--- config.mk ---
export PLATFORM = sky130hd
export DESIGN_NAME = pce_isqrt
export DESIGN_NICKNAME = d
export VERILOG_FILES = /design/src/hw/rtl/pce_isqrt.sv
export SDC_FILE = /design/constraint.sdc
export NUM_CORES = 2
export LEC_CHECK = 0
export ABC_CLOCK_PERIOD_IN_PS = 5800
export BUFFER_PORTS_ARGS = -buffer_cell sky130_fd_sc_hd__clkbuf_2
export CELL_PAD_IN_SITES_DETAIL_PLACEMENT = 0
export CELL_PAD_IN_SITES_GLOBAL_PLACEMENT = 1
export CORE_UTILIZATION = 57
export CTS_CLUSTER_SIZE = 20
export DETAILED_ROUTE_END_ITERATION = 12
export GPL_ROUTABILITY_DRIVEN = 0
export PLACE_DENSITY = 0.89
export SETUP_SLACK_MARGIN = 0.2
export SYNTH_ARGS = -nofsm -noshare
export SYNTH_HDL_FRONTEND = slang
export SYNTH_MEMORY_MAX_BITS = 65536
export SYNTH_SLANG_ARGS = --single-unit
--- constraint.sdc ---
create_clock -name aclk -period 5.8 [get_ports aclk]
set_input_delay 1.74 -clock aclk [delete_from_list [all_inputs] [get_ports aclk]]
set_output_delay 1.74 -clock aclk [all_outputs]
set_load 0.01 [all_outputs]
--- src/hw/rtl/pce_isqrt.sv ---
module pce_isqrt #(
    parameter int IN_W = 64
) (
    input  logic              aclk,
    input  logic              en,
    input  logic [IN_W-1:0]   din,
    output logic [IN_W/2-1:0] root
);

    localparam int OUT_W = IN_W / 2;
    localparam int RW    = OUT_W + 3;

    logic [RW-1:0]    rem_reg  [OUT_W];
    logic [OUT_W-1:0] root_reg [OUT_W];
    logic [IN_W-1:0]  val_reg  [OUT_W];

    // one result bit per stage, two radicand bits consumed per stage
    for (genvar k = 0; k < OUT_W; k++) begin : g_step
        logic [RW-1:0]    rem_in, rem_sh, trial, rem_next;
        logic [OUT_W-1:0] root_in, root_next;
        logic [IN_W-1:0]  val_in;

        if (k == 0) begin : g_first
            assign rem_in  = '0;
            assign root_in = '0;
            assign val_in  = din;
        end else begin : g_rest
            assign rem_in  = rem_reg[k-1];
            assign root_in = root_reg[k-1];
            assign val_in  = val_reg[k-1];
        end

        always_comb begin
            rem_sh = {rem_in[RW-3:0], val_in[IN_W-1 -: 2]};
            trial  = {1'b0, root_in, 2'b01};
            if (rem_sh >= trial) begin
                rem_next  = rem_sh - trial;
                root_next = {root_in[OUT_W-2:0], 1'b1};
            end else begin
                rem_next  = rem_sh;
                root_next = {root_in[OUT_W-2:0], 1'b0};
            end
        end

        always_ff @(posedge aclk) begin
            if (en) begin
                rem_reg[k]  <= rem_next;
                root_reg[k] <= root_next;
                val_reg[k]  <= {val_in[IN_W-3:0], 2'b00};
            end
        end
    end

    assign root = root_reg[OUT_W-1];

endmodule

==> Flow_metrics.wiki <==
{| class="wikitable"
! Metric !! Value
|-
| Final number of max-transition violations || 0
|-
| Flip-flop count of the largest register after layout || 992
|-
| Gate Count Post-Synth || 9064
|-
| Most used routing layer || met2
|-
| Static leakage || 49.4 nW
|-
| Syn avg cell area || 12.9 um2
|-
| Average wire per standard cell || 18.8 um
|-
| Arrival time of the worst setup path || 5.03 ns
|-
| Layout Utilization || 63.8%
|-
| Measured slew at the worst slew-check pin || 1.24 ns
|-
| Category of the most critical setup path || reg -> reg
|-
| Clock Tree Buf Depth || 4
|-
| Combinational family with the most area after synthesis || compound AO/OA/AOI/OAI gates
|-
| Synth Register Bits || 2494
|-
| Antenna violations before repair || 0
|-
| TritonCTS clock tree || yes
|-
| Die X || 454 um
|-
| Clock period minus worst slack || 4.37 ns
|-
| Row Count || 165
|-
| Most used cells in the layout excluding fill and tap cells || edfxtp_1 (2494), inv_1 (727), nand2_1 (645)
|-
| Library cells used by synthesis || 92
|-
| Share of synthesized area occupied by flip-flops and latches || 64.3%
|-
| M1 GR Usage || 28.4%
|-
| Yosys warnings || 0
|-
| Met3 Track Usage GR || 2.78%
|-
| Share of layout cells above drive strength 1 || 7.63%
|-
| PwrDens || 400 nW/um2
|-
| Avg Vias per Cell || 5.79
|-
| RSZ-0062 raised after global routing || no
|-
| CTS Sinks || 2494
|-
| Total Nets Final || 9966
|-
| Maximum number of pins on one net before global-route repair || 122
|-
| Number of I/O port buffers || 97
|-
| Area growth syn-to-layout || 11.0%
|-
| Clock Latency Late Sink || 0.93 ns
|-
| Via count of the first global-routing pass || 69.3k
|-
| Number of CTS-inserted buffers || 275
|-
| Synth top area cells || edfxtp_1 (64%), ha_1 (6.0%), xor2_1 (3.1%), xnor2_1 (2.9%), inv_1 (2.3%)
|-
| Wire length after detailed routing || 230000 um
|-
| Total global routing track utilization || 22.3%
|-
| Number of hold violations in the final report || 0
|-
| HPWL reported at the end of detailed placement || 164000 um
|-
| Max H-tree Level || 5
|-
| Initial cell density of the core || 57.5%
|-
| Required time of the critical path || 6.46 ns
|-
| Nature of the critical path endpoint || flop
|-
| Top cell type's share of synthesized area || 64.3%
|-
| Height of the die || 454 um
|-
| Total of max-cap violations || 0
|-
| Buffer cell driving the clock tree root || clkbuf_16
|-
| Total Neg Setup Slack || 0 ns
|-
| Syn nets || 9691
|-
| Length of the first detailed-routing pass in iterations || 6
|-
| Fraction of registers with async set or reset after synthesis || 0%
|-
| Buffers inserted during post-CTS setup optimization || 0
|-
| Synthesized-area fraction occupied by adder cells || 6.02%
|-
| Post-Synth Simple-Gate Area || 9.98%
|-
| Compound-cell area share of the yosys netlist || 10.0%
|-
| Io pins || 98
|-
| Worst supply voltage drop on vdd || 428 uV
|-
| Clock input transition at the sequential cells of the worst setup and hold paths || 0.06 ns
|-
| Worst-case headroom to the max-slew limit || 16.7%
|-
| Most used flip-flop cell after synthesis || edfxtp_1
|-
| Number of flops mapped to enable cells by yosys || 2494
|-
| Hold Buf Count CTS || 0
|-
| Residual DRC || 0
|-
| Setup skew after layout || 0.0579 ns
|-
| Aggregate global routing overflow || 0
|-
| Met2 layer usage reported by global route || 38.6%
|-
| Total die area || 206000 um2
|-
| XOR/XNOR share of the synthesized area || 6.02%
|-
| Number of violations reported at the end of detailed-routing iteration 0 || 6211
|-
| Post-cts resize count || 0
|-
| Post-Route Hold Slack || 0.363 ns
|-
| Number of nets with antenna violations after detailed routing || 0
|-
| Most common cell after layout, fill and taps aside || edfxtp_1
|-
| Area of the mapped netlist || 117000 um2
|-
| Final critical-path share of the clock period || 75.4%
|-
| Global-route wire length before repair || 366000 um
|-
| Vias after detailed routing || 70.7k
|-
| Core Footprint || 203000 um2
|-
| Total setup violations reported at the end of the flow || 0
|-
| Post-synth top area cell || edfxtp_1
|-
| Startpoint type of the worst setup path || flop
|-
| Type of the most critical hold path || reg -> reg
|-
| Run status || finished, final reports clean
|-
| Highest Clock Rate || 229 MHz
|-
| Crit-path max FO || 53
|-
| Fraction of synthesized area in multiplexers || 0.748%
|}
cell families after synthesis:
kind of cell / after synthesis
buffers and inverters: 914
XOR/XNOR: 801
multiplexers: 79
AND/OR/NAND/NOR: 2334
adder cells (fa/ha/maj): 561
other: 1
AO/OA/AOI/OAI: 1880
flip-flops: 2494
synth_stat cells (101+ instances only):
| library cell | number |
|---|---|
| a21oi_1 | 532 |
| xnor2_1 | 388 |
| a21o_1 | 224 |
| xor2_1 | 413 |
| nor3_1 | 217 |
| nand3_1 | 132 |
| nor4_1 | 128 |
| nand2_1 | 645 |
| nor2_1 | 523 |
| inv_1 | 727 |
| ha_1 | 561 |
| o21a_1 | 101 |
| o21ai_0 | 542 |
| nand2b_1 | 113 |
| clkbuf_1 | 169 |
| edfxtp_1 | 2494 |
where the power goes:
| group | leakage (nW) | switching (W) | internal [W] | total (W) |
|---|---|---|---|---|
| Sequential | 24.0 | 0.00149 | 0.0228 | 0.0243 |
| Clock | 4.25 | 0.00674 | 0.0101 | 0.0169 |
| Combinational | 21.2 | 0.00620 | 0.00434 | 0.0105 |
per-layer routing:
| layer | part of all wire, % | up-vias |
|---|---|---|
| met2 | 50 | 1967 |
| met4 | 3.9 | 0 |
| met5 | 0 | - |
| met3 | 4.6 | 533 |
| li1 | - | 34100 |
| met1 | 41 | 34000 |
area by class of cell:
| class | instances | area (um2) |
|---|---|---|
| antenna | 1 | 2.50 |
| clock buffer | 322 | 7270 |
| clock inverter | 143 | 1410 |
| fill | 15000 | 73400 |
| inverter | 730 | 2740 |
| multi-input combinational | 5656 | 38300 |
| sequential | 2494 | 74900 |
| tap | 2672 | 3340 |
| timing repair buffer | 182 | 1400 |
path summary, 6_finish.rpt:
kind / slack, ns / to / from / cells after the start
setup reg to reg: 1.43 / rem_reg[1][427] / rem_reg[1][385] / 10
setup / recovery: 1.43 / rem_reg[1][427] / rem_reg[1][385] / 10
hold reg to reg: 0.36 / val_reg[0][309] / val_reg[0][245] / 0
hold / removal: 0.36 / val_reg[0][309] / val_reg[0][245] / 0
critical path, cell delays in order, from the launching register on:
cell	delay [ns]
edfxtp_1	0.38
ha_1	0.36
o21ai_0	0.15
a211oi_1	0.54
nor3b_1	0.43
nor4_1	0.14
o31ai_1	0.54
a311oi_1	0.30
o211ai_1	0.29
buf_4	0.54
mux2_2	0.41
metrics by stage:
stage | instances | instance area [um2] | total power (W) | setup WS, ns
6_report | 12200 | 129000 | 0.0517 | 1.43
5_1_grt | 12200 | 129000 | 0.0541 | 1.04
4_1_cts | 12200 | 129000 | 0.0520 | 1.50
3_5_place_dp | 11700 | 121000 | 0.0350 | 1.53
3_3_place_gp | 11700 | 121000 | 0.0347 | 1.61
2_1_floorplan | 9064 | 117000 | 0.0318 | 2.12
Power figures use the tool's default switching activity.
